File: src/sv/frc_pkg.sv
`default_nettype none
// ----------------------------------------------------------------------------
// frc_pkg: shared constants for the frame receiver with checksum
// Register indexes, result status codes and port widths used by the
// deframer and its port checker.
// ----------------------------------------------------------------------------
package frc_pkg;

	// default payload store depth in bytes
	localparam int MAX_PAYLOAD_DEF = 16;

	// configuration port
	localparam int CFG_INDEX_W = 2;
	localparam int CFG_DATA_W  = 8;
	localparam int LIMIT_W     = 5;

	localparam logic [CFG_INDEX_W-1:0] REG_HEADER_FIRST  = 2'd0;
	localparam logic [CFG_INDEX_W-1:0] REG_HEADER_SECOND = 2'd1;
	localparam logic [CFG_INDEX_W-1:0] REG_LENGTH_LIMIT  = 2'd2;

	localparam logic [LIMIT_W-1:0] LIMIT_RESET = 5'd16;

	// result status codes
	localparam int STATUS_W = 2;
	localparam logic [STATUS_W-1:0] ST_BYTE    = 2'd0;
	localparam logic [STATUS_W-1:0] ST_SUM_ERR = 2'd1;
	localparam logic [STATUS_W-1:0] ST_LEN_ERR = 2'd2;

	// stream widths
	localparam int BYTE_W     = 8;
	localparam int INDEX_W    = 4;
	localparam int OUT_DATA_W = 16;

endpackage : frc_pkg
`default_nettype wire

File: src/sv/frame_receiver_checksum.sv
`default_nettype none
// ----------------------------------------------------------------------------
// frame_receiver_checksum: sync-header, length and checksum deframer
// Hunts for a two-byte header, reads a length byte, buffers the payload in
// a synchronous RAM while summing it, then checks the checksum byte.
// ----------------------------------------------------------------------------
// Usage:
//   Slave stream carries one received serial byte per word (tdata) with an
//   abort flag (tuser[0]) that drops the parser back to the header hunt.
//   Master stream returns result words: packet bytes in order (first is the
//   command code, tlast on the final byte), or a single error word with
//   tlast set (tuser gives the status, tdata is zero).
//   Header and payload bytes are accepted whenever offered. A good checksum
//   starts a readout of the payload RAM in which each byte passes a RAM read
//   state and then an output load state; no input is taken during the
//   readout. Length and checksum bytes are only taken when the output
//   register is free or draining, since they may produce a word.
//   Reset clears the parser to the header hunt, empties the output register
//   and loads the register defaults; the payload RAM is not cleared.
//   A master-side stall holds the output word and freezes the readout.
// ----------------------------------------------------------------------------
module frame_receiver_checksum #(
	parameter int MAX_PAYLOAD = frc_pkg::MAX_PAYLOAD_DEF
) (
	input  wire logic                                clk,
	input  wire logic                                arst_n,
	// configuration write port
	input  wire logic                                cfg_we,
	input  wire logic [frc_pkg::CFG_INDEX_W-1:0]     cfg_index,
	input  wire logic [frc_pkg::CFG_DATA_W-1:0]      cfg_data,
	// received bytes
	input  wire logic                                s_tvalid,
	output logic                                     s_tready,
	input  wire logic [frc_pkg::BYTE_W-1:0]          s_tdata,   // [7:0] rx_byte
	input  wire logic                                s_tuser,   // [0] abort
	// result words
	output logic                                     m_tvalid,
	input  wire logic                                m_tready,
	output logic [frc_pkg::OUT_DATA_W-1:0]           m_tdata,   // [7:0] data_byte, [11:8] byte_index
	output logic [frc_pkg::STATUS_W-1:0]             m_tuser,   // [1:0] status
	output logic                                     m_tlast    // last
);

	localparam int AW    = (MAX_PAYLOAD > 1) ? $clog2(MAX_PAYLOAD) : 1;
	localparam int LW    = frc_pkg::LIMIT_W;
	localparam int BW    = frc_pkg::BYTE_W;

	typedef enum logic [2:0] {
		HUNT_FIRST,
		HUNT_SECOND,
		GET_LENGTH,
		GET_PAYLOAD,
		GET_CHECK,
		EMIT_READ,
		EMIT_LOAD
	} state_t;

	state_t          state_q;
	logic [BW-1:0]   header_first_q;
	logic [BW-1:0]   header_second_q;
	logic [LW-1:0]   length_limit_q;
	logic [LW-1:0]   expected_q;
	logic [LW-1:0]   count_q;
	logic [BW-1:0]   sum_q;
	logic [LW-1:0]   emit_idx_q;

	logic            out_valid_q;
	logic [BW-1:0]   out_byte_q;
	logic [frc_pkg::INDEX_W-1:0]  out_index_q;
	logic [frc_pkg::STATUS_W-1:0] out_status_q;
	logic            out_last_q;

	logic [BW-1:0]   payload_mem [MAX_PAYLOAD];
	logic [BW-1:0]   rd_data_s1;

	logic            out_free;
	logic            out_load;
	logic            in_fire;
	logic            byte_fire;
	logic [BW-1:0]   lim_eff;
	logic            len_bad;
	logic [LW-1:0]   count_inc;
	logic [BW-1:0]   sum_inc;
	logic            emit_last;

	// output register frees up when empty or being taken this cycle
	assign out_free = !out_valid_q || m_tready;

	// hold input while reading out, and while a word-producing byte cannot land
	always_comb begin
		case (state_q)
			GET_LENGTH, GET_CHECK: s_tready = out_free;
			EMIT_READ, EMIT_LOAD:  s_tready = 1'b0;
			default:               s_tready = 1'b1;
		endcase
	end

	assign in_fire   = s_tvalid && s_tready;
	assign byte_fire = in_fire && !s_tuser;

	// effective length limit is the smaller of the register and the store depth
	always_comb begin
		if ({{(BW-LW){1'b0}}, length_limit_q} > BW'(MAX_PAYLOAD)) begin
			lim_eff = BW'(MAX_PAYLOAD);
		end else begin
			lim_eff = {{(BW-LW){1'b0}}, length_limit_q};
		end
	end

	assign len_bad   = (s_tdata == '0) || (s_tdata > lim_eff);
	assign count_inc = count_q + 1'b1;
	assign sum_inc   = sum_q + s_tdata;
	assign emit_last = ((emit_idx_q + 1'b1) == expected_q);

	// a new result word enters the output register this cycle
	assign out_load = (byte_fire && state_q == GET_LENGTH && len_bad)
		|| (byte_fire && state_q == GET_CHECK && s_tdata != sum_q)
		|| (state_q == EMIT_LOAD && out_free);

	// configuration registers
	always_ff @(posedge clk or negedge arst_n) begin
		if (!arst_n) begin
			header_first_q  <= '0;
			header_second_q <= '0;
			length_limit_q  <= frc_pkg::LIMIT_RESET;
		end else if (cfg_we) begin
			case (cfg_index)
				frc_pkg::REG_HEADER_FIRST:  header_first_q  <= cfg_data;
				frc_pkg::REG_HEADER_SECOND: header_second_q <= cfg_data;
				frc_pkg::REG_LENGTH_LIMIT:  length_limit_q  <= cfg_data[LW-1:0];
				default: ;
			endcase
		end
	end

	// payload RAM: write while receiving, registered read during readout.
	// Writes and readout never overlap, so no forwarding is needed.
	always_ff @(posedge clk) begin
		if (byte_fire && state_q == GET_PAYLOAD) begin
			payload_mem[AW'(count_q)] <= s_tdata;
		end
		rd_data_s1 <= payload_mem[AW'(emit_idx_q)];
	end

	// parser, readout sequencer and output register
	always_ff @(posedge clk or negedge arst_n) begin
		if (!arst_n) begin
			state_q      <= HUNT_FIRST;
			expected_q   <= '0;
			count_q      <= '0;
			sum_q        <= '0;
			emit_idx_q   <= '0;
			out_valid_q  <= 1'b0;
			out_byte_q   <= '0;
			out_index_q  <= '0;
			out_status_q <= frc_pkg::ST_BYTE;
			out_last_q   <= 1'b0;
		end else begin
			// drop the word once taken, unless a new one loads
			if (m_tready && !out_load) begin
				out_valid_q <= 1'b0;
			end

			if (in_fire && s_tuser) begin
				// abort: back to the hunt, byte ignored
				state_q <= HUNT_FIRST;
			end else begin
				case (state_q)
					HUNT_SECOND: begin
						if (byte_fire) begin
							state_q <= (s_tdata == header_second_q) ? GET_LENGTH : HUNT_FIRST;
						end
					end
					GET_LENGTH: begin
						if (byte_fire) begin
							if (len_bad) begin
								out_valid_q  <= 1'b1;
								out_byte_q   <= '0;
								out_index_q  <= '0;
								out_status_q <= frc_pkg::ST_LEN_ERR;
								out_last_q   <= 1'b1;
								state_q      <= HUNT_FIRST;
							end else begin
								expected_q <= s_tdata[LW-1:0];
								count_q    <= '0;
								sum_q      <= '0;
								state_q    <= GET_PAYLOAD;
							end
						end
					end
					GET_PAYLOAD: begin
						if (byte_fire) begin
							sum_q   <= sum_inc;
							count_q <= count_inc;
							if (count_inc >= expected_q) begin
								state_q <= GET_CHECK;
							end
						end
					end
					GET_CHECK: begin
						if (byte_fire) begin
							if (s_tdata == sum_q) begin
								emit_idx_q <= '0;
								state_q    <= EMIT_READ;
							end else begin
								out_valid_q  <= 1'b1;
								out_byte_q   <= '0;
								out_index_q  <= '0;
								out_status_q <= frc_pkg::ST_SUM_ERR;
								out_last_q   <= 1'b1;
								state_q      <= HUNT_FIRST;
							end
						end
					end
					EMIT_READ: begin
						// RAM address is emit_idx_q; data arrives next cycle
						state_q <= EMIT_LOAD;
					end
					EMIT_LOAD: begin
						if (out_free) begin
							out_valid_q  <= 1'b1;
							out_byte_q   <= rd_data_s1;
							out_index_q  <= emit_idx_q[frc_pkg::INDEX_W-1:0];
							out_status_q <= frc_pkg::ST_BYTE;
							out_last_q   <= emit_last;
							if (emit_last) begin
								state_q <= HUNT_FIRST;
							end else begin
								emit_idx_q <= emit_idx_q + 1'b1;
								state_q    <= EMIT_READ;
							end
						end
					end
					default: begin
						if (byte_fire) begin
							state_q <= (s_tdata == header_first_q) ? HUNT_SECOND : HUNT_FIRST;
						end
					end
				endcase
			end
		end
	end

	assign m_tvalid = out_valid_q;
	assign m_tdata  = {{(frc_pkg::OUT_DATA_W - BW - frc_pkg::INDEX_W){1'b0}},
		out_index_q, out_byte_q};
	assign m_tuser  = out_status_q;
	assign m_tlast  = out_last_q;

endmodule : frame_receiver_checksum
`default_nettype wire

File: config.mk
export PLATFORM = sky130hd
export DESIGN_NAME = frame_receiver_checksum
export DESIGN_NICKNAME = d
export VERILOG_FILES = /design/src/sv/frc_pkg.sv /design/src/sv/frame_receiver_checksum.sv
export SDC_FILE = /design/constraint.sdc
export NUM_CORES = 1
export LEC_CHECK = 0
export BUFFER_PORTS_ARGS = -buffer_cell sky130_fd_sc_hd__buf_4
export CORE_MARGIN = 4
export CORE_UTILIZATION = 66
export DETAILED_ROUTE_END_ITERATION = 10
export GPL_ROUTABILITY_DRIVEN = 0
export PLACE_DENSITY_LB_ADDON = 0.25
export RECOVER_POWER = 100
export SLEW_MARGIN = 40
export SYNTH_ARGS = -nofsm -noshare
export SYNTH_HDL_FRONTEND = slang
export SYNTH_SLANG_ARGS = --single-unit
File: constraint.sdc
create_clock -name clk -period 4 [get_ports clk]
set_input_delay 0.4 -clock clk [delete_from_list [all_inputs] [get_ports clk]]
set_output_delay 0.4 -clock clk [all_outputs]
set_load 0.005 [all_outputs]
# Yosys cells after proc, flatten, opt, wreduce, memory -nomap -nowiden
# Memory sizes are Yosys's and may differ from the RTL's. A register that Yosys moved wholly into a read port is not among the register bits.
# Index checks and enable logic that the tools add are counted.
dict set report word_totals {
  regBits 63
  ram_bits 128
  n_memories 1
}
# name words word_bits read_ports rd_ports_with_merged_regs wr line_no
set memory_table {}
lappend memory_table {payload_mem 16 8 1 1 1 frame_receiver_checksum.sv:73} ;# logic [BW-1:0] payload_mem [MAX_PAYLOAD];
dict set report op_classes {
  add_sub_neg 3
  order_cmp 3
  eq_ne 28
  n_mux 63
  bitwise_logic 2
  n_reduce_logical 33
}
# operator n
set ops {}
lappend ops {{8-bit two-way mux} 8}
lappend ops {{5-bit two-way mux} 8}
lappend ops {{3-bit two-way mux} 10}
lappend ops {{8-bit == test} 3}
lappend ops {{8-bit one-hot mux with 3 select lines} 1}
lappend ops {{4-bit two-way mux} 5}
lappend ops {{5-bit one-hot mux with 2 select lines} 2}
lappend ops {{3-bit one-hot mux with 6 select lines} 1}
lappend ops {{2-bit != test, second input constant} 8}
lappend ops {{8-bit one-hot mux with 2 select lines} 1}
lappend ops {{1-bit two-way mux} 15}
lappend ops {{2-bit two-way mux} 7}
lappend ops {{7-bit AND reduction} 2}
lappend ops {{3-bit by 2-bit != test with 1-bit output, second input constant} 4}
lappend ops {{4-bit one-hot mux with 3 select lines} 1}
lappend ops {{5-bit by 1-bit adder with 5-bit output, second input constant} 2}
lappend ops {{1-bit logical AND} 10}
lappend ops {{3-bit == test, second input constant} 3}
lappend ops {{8-bit adder} 1}
lappend ops {{8-bit greater-than comparator} 1}
lappend ops {{8-bit zero test} 1}
lappend ops {{8-bit != test} 1}
lappend ops {{3-bit by 2-bit == test with 1-bit output, second input constant} 2}
lappend ops {{1-bit one-hot mux with 3 select lines} 2}
lappend ops {{other kinds (23)} 33}

# Logic depth before layout (Yosys ltp)
# Gate-level depths: netlist (run 1).
dict set report logic_depth {
  ltp_word 16
  ltp_mapped 10
  ltp_nobuf 8
}

# Worst setup path after synthesis (run 1)
# OpenSTA, ideal clock, no wires.
dict set report synth_timing {
  kind {reg2reg}
  start {register count_q[0]}
  end {register state_q[2]}
  setup_ns 0.121
  arrival_ns 2.068
  required_time_ns 3.879
  slack_ns 1.811
  stages_incl_launch_ff 9
  n_path_buf 0
  path_cell_list {dfrtp_1 ha_1 nand3_1 xnor2_1 ha_1 a2111oi_0 o21ai_0 a41o_1 a22o_1}
}
dict set report synth_between {
  elab_chain_len 4
}
# item line_no
set synth_lines {}
lappend synth_lines {{start, declared} frame_receiver_checksum.sv:63} ;# logic [LW-1:0] count_q;
lappend synth_lines {{start signal, assigned} frame_receiver_checksum.sv:194} ;# count_q <= count_inc;
lappend synth_lines {{5-bit by 1-bit adder with 5-bit output} frame_receiver_checksum.sv:111} ;# assign count_inc = count_q + 1'b1;
lappend synth_lines {{5-bit greater-or-equal comparator} frame_receiver_checksum.sv:195} ;# if (count_inc >= expected_q) begin
lappend synth_lines {{3-bit by 1-bit != test with 1-bit output (no line)} --}
lappend synth_lines {{7-bit AND reduction (no line)} --}
lappend synth_lines {{end signal, assigned} frame_receiver_checksum.sv:171} ;# state_q <= (s_tdata == header_second_q) ? GET_LENGTH : HUNT_FIRST;
lappend synth_lines {{end signal, assigned} frame_receiver_checksum.sv:236} ;# state_q <= (s_tdata == header_first_q) ? HUNT_SECOND : HUNT_FIRST;
lappend synth_lines {{end, declared} frame_receiver_checksum.sv:58} ;# state_t state_q;
# Every way passes these cells.
# A chain may end at the register's enable or synchronous reset.

# Worst setup path in the final report (run 1)
dict set report layout_timing {
  start {input s_tdata[1] (netlist name)}
  end {register emit_idx_q[0]}
}
dict set report layout_between {
  elab_chain_len 3
}
# item line_no
set layout_lines {}
lappend layout_lines {{start, declared} frame_receiver_checksum.sv:34} ;# input wire logic [frc_pkg::BYTE_W-1:0] s_tdata,
lappend layout_lines {{8-bit == test} frame_receiver_checksum.sv:202} ;# if (s_tdata == sum_q) begin
lappend layout_lines {{2-bit by 1-bit != test with 1-bit output (no line)} --}
lappend layout_lines {{6-bit AND reduction (no line)} --}
lappend layout_lines {{end signal, assigned} frame_receiver_checksum.sv:229} ;# emit_idx_q <= emit_idx_q + 1'b1;
lappend layout_lines {{end, declared} frame_receiver_checksum.sv:65} ;# logic [LW-1:0] emit_idx_q;
# Every way passes these cells.

==> key figures, run 1 <==
Logic synthesis
  • Dominant cell type by area after synthesis: edfxtp_1
  • Synth Warn #: 0
  • Largest cells by area after synthesis: edfxtp_1 (44%), dfrtp_1 (18%), mux4_2 (10%)
  • Register area share after synthesis: 63.29%
  • Yosys cell types: 65
  • Average size of a mapped cell: 15.42 sq um
  • Synth Register Bits: 199
  • Number of synthesized flops with an enable pin: 128
  • Share of synthesized registers carrying an async set or reset: 31.66%
  • Syn Inst Count: 572
  • Share of the synthesized area in the top cell type: 43.58%
  • Main flop type after synthesis: edfxtp_1
  • Mapped Area: 8820 sq um

Floorplan
  • Die width: 123.6 um
  • Die Y: 123.6 um
  • Core ar.: 12880 sq um
  • Die area: 15280 sq um
  • Initial Util: 68.50%
  • # rows: 41
  • I/O pins: 45

Power
  • Max rail drop VDD: 0.0004499 V
  • Switch share: 30.67%
  • Pwr Density: 610.7 nW/um^2
  • Comb pwr share: 25.9%
  • Cell Int Power: 4135 uW
  • Flop pwr share: 45.1%
  • Clock power frac: 29.0%
  • Switching power: 1829 uW
  • Pleak: 0.003583 uW

Routing
  • Via density: 6.584
  • Final routed DRC violation total: 0
  • Routed via count: 5261
  • WL per Instance: 24.47 um
  • DRT antenna net count: 0
  • DRT Pass-1 Iters: 5
  • Final WL: 19550 um
  • DRT iter0 DRCs: 556

Global route
  • GRT Overall Usage: 27.97%
  • First-pass GRT wire length: 30420 um
  • Largest net degree at the start of global routing: 64
  • Congestion Overflow GR: 0
  • Initial antenna violation count: 0
  • Number of global-route vias before repair: 5360

Critical path
  • Crit path max fanout: 23
  • Crit path launch type: input pin
  • Crit Reg-Reg Startpoint: emit_idx_q[0]$_DFFE_PN0P_
  • Crit path DAT: 3560 ps
  • Crit. End Element: register
  • CP peak stage delay: 1080 ps
  • Reg-to-reg endpoint: emit_idx_q[0]$_DFFE_PN0P_
  • Crit Path Class: in -> reg
  • FF-to-FF setup slack: 760 ps
  • Worst-case reg-to-reg path depth: 6
  • Crit path cell chain: clkbuf_1 -> ha_1 -> nor3_1 -> nand3_1 -> a21o_1 -> nor4_1 -> mux2i_1
  • Crit path buf inv count: 1
  • CP required: 4250 ps
  • Critical path startpoint: s_tdata[1]
  • Slowest-stage cell, CP: clkbuf_1
  • Critical path's top delay family: simple AND/OR/NAND/NOR gates

Clock tree
  • Num CTS Buffers: 17
  • Clock-pin transition on the worst setup and hold timing paths: 70 ps
  • Num Clock Sinks: 199
  • Post CTS Setup Buffer Count: 0
  • CTS tree: done
  • Clock Tree Buf Depth: 2
  • H-tree levels: 4
  • CTS Root Cell: clkbuf_16
  • Worst-skew pair later-pin latency: 440 ps

Final layout
  • Filler cells: 778
  • Most common cell after layout, fill and taps aside: edfxtp_1
  • Area taken by flip-flops and latches: 5583 sq um
  • Multi-input gate area in the final layout: 2965 sq um
  • Ant diodes: 0
  • Nets: 661
  • Cell area after layout: 9766 sq um
  • Share of layout cells above drive strength 1: 22.17%
  • Synth-to-layout area growth: 10.72%
  • Most frequent cells in the layout: edfxtp_1 (128), dfrtp_1 (61), mux4_2 (40), nand2_1 (37), inv_1 (26)

Min path
  • Min-delay src: cfg_data[7]
  • Type of the worst min-delay path: in -> reg
  • Hold depth: 2
  • Hold path endpoint: header_first_q[7]$_DFFE_PN0P_

Timing
  • Setup violators final: 0
  • Worst clock skew: 9.372 ps
  • Min cycle time layout: 3303 ps
  • Final worst path period share: 82.57%
  • Fmax: 0.3028 GHz
  • Final Slew Violations: 24
  • Max_slew headroom: -1.287%
  • RSZ-0062 raised after global routing: false
  • Fin. Hold Viols: 0
  • Final setup TNS: 0 ps
  • Slew @ Worst Pin: 1519 ps

Run status
  • Failing checks: max-capacitance violations, max-slew violations
  • Outcome: finished with violations

Placed design
  • Port Buffers: 40
  • Dpl cell area: 9245 sq um
  • Detail Placement HPWL: 12200 um

Run
  • Max cap viols: 1
[kinds of logic (layout without fill, tap and decap cells)]
logic type	Yosys count	in the layout	share of synthesized area, %
adders and majority gates	23	23	3.348
xor gates and xnor gates	31	31	3.078
muxes	68	68	13.76
DFF	199	199	63.29
AOI/OAI and AO/OA	82	82	6.810
and+or+nand+nor	114	114	6.796
buffers and inverters	54	106	2.880
other	1	4	0.04252
[final cells by class]
class	instances	area share, %
flip-flops and latches	199	57.17
multi-input cells	322	30.37
clock buffers	17	4.356
repair buffers	48	3.113
well taps	172	2.204
clock inverters	15	1.794
inverters	26	0.9994
[per-stage QoR]
step / util (%) / worst slack (ps) / cells / total power (uW) / hold WS [ps]
after floorplan: - / 1811 / 575 / 3788 / 104.4
after global placement: 71.79 / 1507 / 766 / 4182 / 422.5
after detailed placement: 71.80 / 1453 / 766 / 4269 / 426.4
after CTS: 76.46 / 1287 / 798 / 5998 / 48.56
after global routing: 75.84 / 610.4 / 799 / 6248 / 189.9
final: 75.84 / 697.3 / 799 / 5964 / 198.6
[flip-flops by register name (all words and copies together), names as in the netlist]
signal,flops
sum_q,8
emit_idx_q,5
m_tlast,1
out_index_q,4
payload_mem,128
header_first_q,8
m_tuser,2
state_q,3
rd_data_s1,8
length_limit_q,5
header_second_q,8
out_byte_q,8
count_q,5
expected_q,5
m_tvalid,1
[how the worst max path moves through the flow]
stage | end | slack (ps) | depth (start not counted)
detailed placement | state_q[2]$_DFFE_PN0P_ | 1450 | 8
global route | emit_idx_q[4]$_DFFE_PN0P_ | 610 | 6
finish | emit_idx_q[0]$_DFFE_PN0P_ | 700 | 7
floorplan | state_q[2]$_DFFE_PN0P_ | 1810 | 8
global placement | state_q[2]$_DFFE_PN0P_ | 1510 | 8
CTS | state_q[2]$_DFFE_PN0P_ | 1290 | 8
[power groups by stage]
stage                     combinational [uW]  clock, uW  sequential (uW)
after floorplan                         1200          0             2590
final                                   1550       1730             2690
after global routing                    1680       1840             2730
after global placement                  1470          0             2710
after CTS                               1570       1740             2690
after detailed placement                1540          0             2730
[routing by layer]
layer  global-route usage [%]  wire length [um]  vias to the layer above
met4                    11.97               758                        0
met5                        0                 0                        -
met2                    45.72              9667                      261
met3                    7.175              1588                       62
li1                         -                 -                     2265
met1                    35.91              7540                     2673
[timing repair]
item / 4_1_cts / 5_1_grt
endpoints found under the hold margin: 0 / 56
hold buffers: 0 / 1
gates resized for setup: 0 / 0
[worst register-to-register path, delay by kind of cell (launching register included)]
family                   cells  cell delay, ps
AO/OA/AOI/OAI                3             570
AND/OR/NAND/NOR              1             900
adder cells (fa/ha/maj)      1             440
multiplexers                 1             210
flip-flops                   1             930
[cells in the mapped netlist, drive strengths merged, types with 12 or more instances]
master,instances
buf,17
inv,26
xnor2,18
xor2,13
nor2,22
edfxtp,128
mux4,40
dfrtp,62
o31ai,12
mux2,26
ha,22
nor3,12
nand2,37
No activity file was read; power rests on OpenSTA's default activity.
==> inputs of run 2 (changes only) <==
--- a/config.mk
+++ b/config.mk
@@ -7,7 +7,7 @@
 export LEC_CHECK = 0
 export BUFFER_PORTS_ARGS = -buffer_cell sky130_fd_sc_hd__buf_4
 export CORE_MARGIN = 4
-export CORE_UTILIZATION = 66
+export CORE_UTILIZATION = 61
 export DETAILED_ROUTE_END_ITERATION = 10
 export GPL_ROUTABILITY_DRIVEN = 0
 export PLACE_DENSITY_LB_ADDON = 0.25
==> constraint.sdc (replaced) <==
create_clock -name clk -period 3.2 [get_ports clk]
set_input_delay 0.32 -clock clk [delete_from_list [all_inputs] [get_ports clk]]
set_output_delay 0.32 -clock clk [all_outputs]
set_load 0.005 [all_outputs]
==> key figures, run 2 (same netlist as run 1, synthesis figures left out) <==
Final layout
  • Top reg by flops: payload_mem
  • Ant diodes: 0 (unchanged)
  • Filler cells: 938 (+21%)
  • Number of flip-flops in the largest register: 128 (unchanged)
  • Synth-to-layout area growth: 11.49%
  • Most common cell after layout, fill and taps aside: edfxtp_1
  • Nets: 670 (+1.4%)
  • Non-Filler Instances: 816 (+2.1%)
  • Share of layout cells above drive strength 1: 22.96% (+0.79 points)
  • Most frequent cells in the layout: edfxtp_1 (128), dfrtp_1 (62), mux4_2 (40), nand2_1 (37)

Timing
  • PnR worst setup slack: 489.2 ps (-208.1 ps)
  • WHS: 124.8 ps (-73.75 ps)
  • Max_slew headroom: -4.695% (-3.4 points)
  • Fmax: 0.3689 GHz
  • RSZ-0062 raised after global routing: false
  • Setup violators final: 0 (unchanged)
  • Final Slew Violations: 64 (+170%)
  • Final worst path period share: 84.71%
  • Final setup TNS: 0 ps (unchanged)
  • Worst clock skew: 7.365 ps (-2.006 ps)
  • Fin. Hold Viols: 0 (unchanged)
  • Min cycle time layout: 2711 ps
  • Slew @ Worst Pin: 1570 ps (+51.12 ps)

Clock tree
  • Post CTS Setup Buffer Count: 0 (unchanged)
  • Clock Tree Buf Depth: 2 (unchanged)
  • H-tree levels: 4 (unchanged)
  • CTS Root Cell: clkbuf_16
  • Clock-pin transition on the worst setup and hold timing paths: 70 ps (about the same)
  • CTS tree: done
  • Num Clock Sinks: 199 (unchanged)
  • Num CTS Buffers: 17 (unchanged)
  • Worst-skew pair later-pin latency: 430 ps (about the same)

Routing
  • Routed via count: 5135 (-2.4%)
  • DRT antenna net count: 0 (unchanged)
  • DRT Pass-1 Iters: 5 (unchanged)
  • Via density: 6.293 (-4.4%)
  • DRT iter0 DRCs: 561 (+0.90%)
  • Final WL: 18150 um (-7.2%)
  • WL per Instance: 22.25 um (-9.1%)
  • Final routed DRC violation total: 0 (unchanged)

Power
  • Pwr Density: 752.0 nW/um^2 (+23%)
  • Max rail drop VDD: 0.0004321 V (-4.0%)
  • Pleak: 0.003605 uW (+0.64%)

Floorplan
  • Initial Util: 62.81% (-5.7 points)
  • Die Y: 128.2 um (+3.8%)
  • Die area: 16450 sq um (+7.7%)
  • Core ar.: 14040 sq um (+9.1%)
  • I/O pins: 45 (unchanged)
  • # rows: 43 (+4.9%)
  • Die width: 128.2 um (+3.8%)

Placed design
  • Port Buffers: 40 (unchanged)
  • Setup WS pre-CTS: 784.2 ps (-668.9 ps)
  • Detail Placement HPWL: 11920 um (-2.3%)
  • DP Cell Count: 783 (+2.2%)

Min path
  • Type of the worst min-delay path: in -> reg

Global route
  • Congestion Overflow GR: 0 (unchanged)
  • Number of global-route vias before repair: 5153 (-3.9%)
  • First-pass GRT wire length: 29300 um (-3.7%)
  • GRT Overall Usage: 23.85% (-4.1 points)
  • Initial antenna violation count: 0 (unchanged)
  • Largest net degree at the start of global routing: 64 (unchanged)

Run status
  • Failing checks: max-capacitance violations, max-slew violations
  • Outcome: finished with violations

Critical path
  • Crit path DAT: 3030 ps (-530 ps)
  • Crit path max fanout: 23 (unchanged)
  • Crit. End Element: register
  • Crit Path Class: in -> reg
  • Crit path launch type: input pin
  • CP required: 3520 ps (-730 ps)

Run
  • Max cap viols: 1 (unchanged)
-- run 2: what timing repair did --
action | in CTS | in global routing
gates resized for setup | 0 | 0
endpoints found under the hold margin | 6 | 0
hold buffers | 1 | 0
-- run 2: power by group --
group          total [uW]  switching, uW  internal (uW)
registers            3300            263           3040
logic                1950            931           1020
clock network        2140            970           1170
total                7390           2160           5230
-- run 2: layer usage --
metal	wire (um)	global-route usage, %	up-vias
met5	0	0	-
met1	8025	35.10	2602
met4	212	6.117	0
li1	-	-	2285
met3	1331	5.542	18
met2	8583	36.53	230
-- run 2: final timing paths --
check	start	endpoint	slack, ps	cells after the start
setup / recovery	s_tdata[1]	expected_q[0]$_DFFE_PN0P_	490	7
hold / removal	cfg_data[5]	header_second_q[5]$_DFFE_PN0P_	120	2
setup reg to reg	state_q[1]$_DFFE_PN0P_	payload_mem[0][0]$_DFFE_PP_	500	5
hold reg to reg	rd_data_s1[0]$_DFF_P_	out_byte_q[0]$_DFFE_PN0P_	440	2
max in group asynchronous	arst_n	length_limit_q[1]$_DFFE_PN0P_	1440	2
min in group asynchronous	arst_n	out_byte_q[6]$_DFFE_PN0P_	800	2
-- run 2: critical path, stage by stage --
cell and delay (ps):
clkbuf_1 970, ha_1 410, nand2b_1 80, a21oi_1 60
o31a_1 340, nor3_2 440, mux2_2 390
-- run 2: per-stage QoR --
| step | instance area, sq um | total power (uW) | utilization, % |
|---|---|---|---|
| finish | 9833 | 7394 | 70.03 |
| global route | 9833 | 7788 | 70.03 |
| CTS | 9927 | 7470 | 70.69 |
| detailed placement | 9321 | 5321 | 66.38 |
| global placement | 9321 | 5236 | 66.38 |
| floorplan | 8831 | 4734 | - |
-- run 2: final cells by class --
class / instances / area [sq um] / area share (%)
Tap cell: 180 / 225.2 / 2.290
Clock buffer: 17 / 425.4 / 4.326
Timing Repair Buffer: 57 / 347.8 / 3.537
Inverter: 26 / 97.59 / 0.9925
Sequential cell: 199 / 5582 / 56.76
Multi-Input combinational cell: 322 / 2985 / 30.36
Clock inverter: 15 / 170.2 / 1.730
==> inputs of run 3 (changes only) <==
--- a/config.mk
+++ b/config.mk
@@ -5,6 +5,7 @@
 export SDC_FILE = /design/constraint.sdc
 export NUM_CORES = 1
 export LEC_CHECK = 0
+export ABC_AREA = 1
 export BUFFER_PORTS_ARGS = -buffer_cell sky130_fd_sc_hd__buf_4
 export CORE_MARGIN = 4
 export CORE_UTILIZATION = 61
==> constraint.sdc (replaced) <==
create_clock -name clk -period 2.74 [get_ports clk]
set_input_delay 0.274 -clock clk [delete_from_list [all_inputs] [get_ports clk]]
set_output_delay 0.274 -clock clk [all_outputs]
set_load 0.005 [all_outputs]
==> key figures, run 3 <==
Routing
  • Routed via count: 6600 (+29%)
  • DRT antenna net count: 0 (unchanged)
  • Via density: 5.704 (-9.4%)
  • WL per Instance: 17.17 um (-23%)
  • DRT iter0 DRCs: 754 (+34%)
  • Final routed DRC violation total: 0 (unchanged)
  • Final WL: 19860 um (+9.4%)
  • DRT Pass-1 Iters: 5 (unchanged)

Final layout
  • Top reg by flops: payload_mem
  • Filler cells: 1067 (+14%)
  • Most common cell after layout, fill and taps aside: nand2_1
  • Nets: 1007 (+50%)
  • Synth-to-layout area growth: 11.54% (about the same)
  • Most frequent cells in the layout: nand2_1 (179), o21ai_0 (132), edfxtp_1 (128), nor2_1 (115), inv_1 (65)
  • Cell area after layout: 10190 sq um (+3.7%)
  • Share of layout cells above drive strength 1: 12.33% (-11 points)
  • Number of flip-flops in the largest register: 128 (unchanged)
  • Non-Filler Instances: 1157 (+42%)
  • Ant diodes: 0 (unchanged)

Logic synthesis
  • Top cells by instance count after synthesis: nand2_1 (171), edfxtp_1 (128), o21ai_0 (123)
  • Average size of a mapped cell: 10.08 sq um (-35%)
  • Share of the synthesized area in the top cell type: 42.06% (-1.5 points)
  • Syn Inst Count: 907 (+59%)
  • Register area share after synthesis: 61.08% (-2.2 points)
  • Share of synthesized registers carrying an async set or reset: 31.66% (unchanged)
  • Mapped Area: 9139 sq um (+3.6%)
  • Dominant cell type by area after synthesis: edfxtp_1
  • Yosys cell types: 43 (-34%)
  • Top-count cell post-synth: nand2_1
  • Main flop type after synthesis: edfxtp_1
  • Largest cells by area after synthesis: edfxtp_1 (42%), dfrtp_1 (17%), nand2_1 (7.0%)
  • Synth Register Bits: 199 (unchanged)
  • Number of synthesized flops with an enable pin: 128 (unchanged)
  • Synth Warn #: 0 (unchanged)

Min path
  • Type of the worst min-delay path: in -> reg
  • Min-delay src: cfg_data[6]
  • Hold depth: 3 (+1)
  • Hold path endpoint: header_second_q[6]$_DFFE_PN0P_

Power
  • Pwr Density: 625.8 nW/um^2 (-17%)
  • Clock power frac: 39.5% (+11 points)
  • Max rail drop VDD: 0.0005161 V (+19%)
  • Switch share: 24.71% (-4.6 points)
  • Flop pwr share: 52.2% (+7.5 points)
  • Pleak: 0.004180 uW (+16%)
  • Switching power: 1577 uW (-27%)
  • Comb pwr share: 8.3% (-18 points)
  • Cell Int Power: 4803 uW (-8.2%)

Critical path
  • Crit. End Element: register
  • Crit path launch type: register
  • Crit path max fanout: 9 (-61%)
  • Reg-to-reg endpoint: payload_mem[3][7]$_DFFE_PP_
  • Worst-case reg-to-reg path depth: 9 (+4)
  • FF-to-FF setup slack: 190 ps (-310 ps)
  • Crit Reg-Reg Startpoint: state_q[2]$_DFFE_PN0P_
  • CP required: 2880 ps (-640 ps)
  • Crit Path Class: reg -> reg
  • Crit path DAT: 2690 ps (-340 ps)

Clock tree
  • CTS tree: done
  • Num Clock Sinks: 199 (unchanged)
  • Clock Tree Buf Depth: 2 (unchanged)
  • Num CTS Buffers: 17 (unchanged)
  • CTS Root Cell: clkbuf_16
  • Post CTS Setup Buffer Count: 0 (unchanged)
  • Worst-skew pair later-pin latency: 440 ps (about the same)
  • H-tree levels: 4 (unchanged)
  • Clock-pin transition on the worst setup and hold timing paths: 70 ps (about the same)

Timing
  • Worst clock skew: 8.857 ps (+1.492 ps)
  • Final worst path period share: 93.06%
  • WHS: 109.0 ps (-15.86 ps)
  • Slew @ Worst Pin: 1577 ps (+6.701 ps)
  • Fmax: 0.3922 GHz
  • Fin. Hold Viols: 0 (unchanged)
  • RSZ-0062 raised after global routing: false
  • Max_slew headroom: -5.142% (-0.45 points)
  • Min cycle time layout: 2550 ps
  • Setup violators final: 0 (unchanged)
  • Final Slew Violations: 64 (unchanged)
  • Final setup TNS: 0 ps (unchanged)

Global route
  • First-pass GRT wire length: 31630 um (+7.9%)
  • Number of global-route vias before repair: 6102 (+18%)
  • Largest net degree at the start of global routing: 64 (unchanged)
  • Grt met3 use: 5.041% (-0.50 points)
  • Met2 Use GR: 39.02% (+2.5 points)
  • GRT Overall Usage: 24.75% (+0.90 points)
  • Met1 Use GR: 34.64% (-0.46 points)
  • Initial antenna violation count: 0 (unchanged)
  • Busiest grt layer: met2
  • Congestion Overflow GR: 0 (unchanged)

Floorplan
  • Initial Util: 62.64% (-0.17 points)
  • Core ar.: 14590 sq um (+3.9%)
  • Die area: 17000 sq um (+3.4%)
  • Die width: 130.4 um (+1.7%)
  • I/O pins: 45 (unchanged)
  • Die Y: 130.4 um (+1.7%)
  • # rows: 44 (+2.3%)

Run status
  • Failing checks: max-capacitance violations, max-slew violations
  • Outcome: finished with violations

Placed design
  • Port Buffers: 40 (unchanged)
  • Dpl cell area: 9707 sq um (+4.1%)
  • DP Cell Count: 1124 (+44%)
  • Detail Placement HPWL: 12990 um (+9.0%)

Run
  • Max cap viols: 1 (unchanged)
run 3: cell types whose count changed in the layout (fill, tap and decap cells not counted), moves of 11 or more:
cell      delta
nor2_1      +94
inv_1       +39
o22ai_1     +37
nand3_1     +25
nand2_1    +142
o31ai_1     -12
o21ai_0    +123
clkbuf_1    -11
clkbuf_2    +13
mux2_2      -26
mux4_2      -40
run 3: final cells by class:
class	instances	area, sq um	share of cell area, %
multi-input combinational	605	3055	29.97
sequential	199	5583	54.77
clock inverter	12	121.4	1.191
tap	184	230.2	2.259
clock buffer	20	489.2	4.799
inverter	68	255.2	2.504
timing repair buffer	69	459.2	4.505
run 3: kinds of logic (layout without fill, tap and decap cells):
| kind of cell | after synthesis | after routing | share of synthesized area [%] |
|---|---|---|---|
| AO/OA/AOI/OAI | 196 | 196 | 11.95 |
| XOR/XNOR | 15 | 15 | 1.438 |
| adder cells (fa/ha/maj) | 23 | 23 | 3.231 |
| buffers and inverters | 106 | 169 | 4.956 |
| flip-flops | 199 | 199 | 61.08 |
| other | 1 | 4 | 0.04103 |
| AND/OR/NAND/NOR | 367 | 367 | 17.31 |
run 3: per-stage QoR:
step | utilization [%] | power, uW | worst slack, ps
finish | 69.87 | 6379 | 190.0
global route | 69.87 | 6633 | 19.05
floorplan | - | 3721 | 527.0
global placement | 66.54 | 3906 | 384.9
detailed placement | 66.54 | 3924 | 338.5
CTS | 70.79 | 6415 | 338.2
run 3: repair_timing:
action | 4_1_cts | 5_1_grt
hold buffers | 1 | 0
gates resized for setup | 0 | 0
hold endpoints to repair | 62 | 0
run 3: critical path, stage by stage, from the launching register on:
cell	delay [ps]
dfrtp_1	510
inv_1	120
nand3_1	150
nand2_4	70
a21oi_1	180
nand3_1	240
nor2_4	270
inv_1	190
nor3_1	270
buf_4	260
run 3: worst max path at each step:
stage | startpoint | end | slack, ps
3_5_place_dp | length_limit_q[4]$_DFFE_PN1P_ | sum_q[2]$_DFFE_PN0P_ | 340
5_1_grt | state_q[2]$_DFFE_PN0P_ | payload_mem[10][4]$_DFFE_PP_ | 20
2_1_floorplan | state_q[2]$_DFFE_PN0P_ | payload_mem[7][0]$_DFFE_PP_ | 530
3_3_place_gp | length_limit_q[4]$_DFFE_PN1P_ | sum_q[6]$_DFFE_PN0P_ | 380
6_report | state_q[2]$_DFFE_PN0P_ | payload_mem[3][7]$_DFFE_PP_ | 190
4_1_cts | length_limit_q[4]$_DFFE_PN1P_ | sum_q[6]$_DFFE_PN0P_ | 340
run 3: routing by layer:
| metal | part of all wire [%] | up-vias |
|---|---|---|
| li1 | - | 3202 |
| met1 | 43 | 3115 |
| met2 | 47 | 235 |
| met3 | 7.1 | 48 |
| met4 | 3.0 | 0 |
| met5 | 0 | - |
run 3: power by group through the flow:
stage	registers [uW]	logic (uW)	clock network, uW
after floorplan	3380	342	0
after global placement	3390	516	0
after detailed placement	3390	531	0
after CTS	3330	537	2550
after global routing	3340	608	2690
final	3330	531	2520
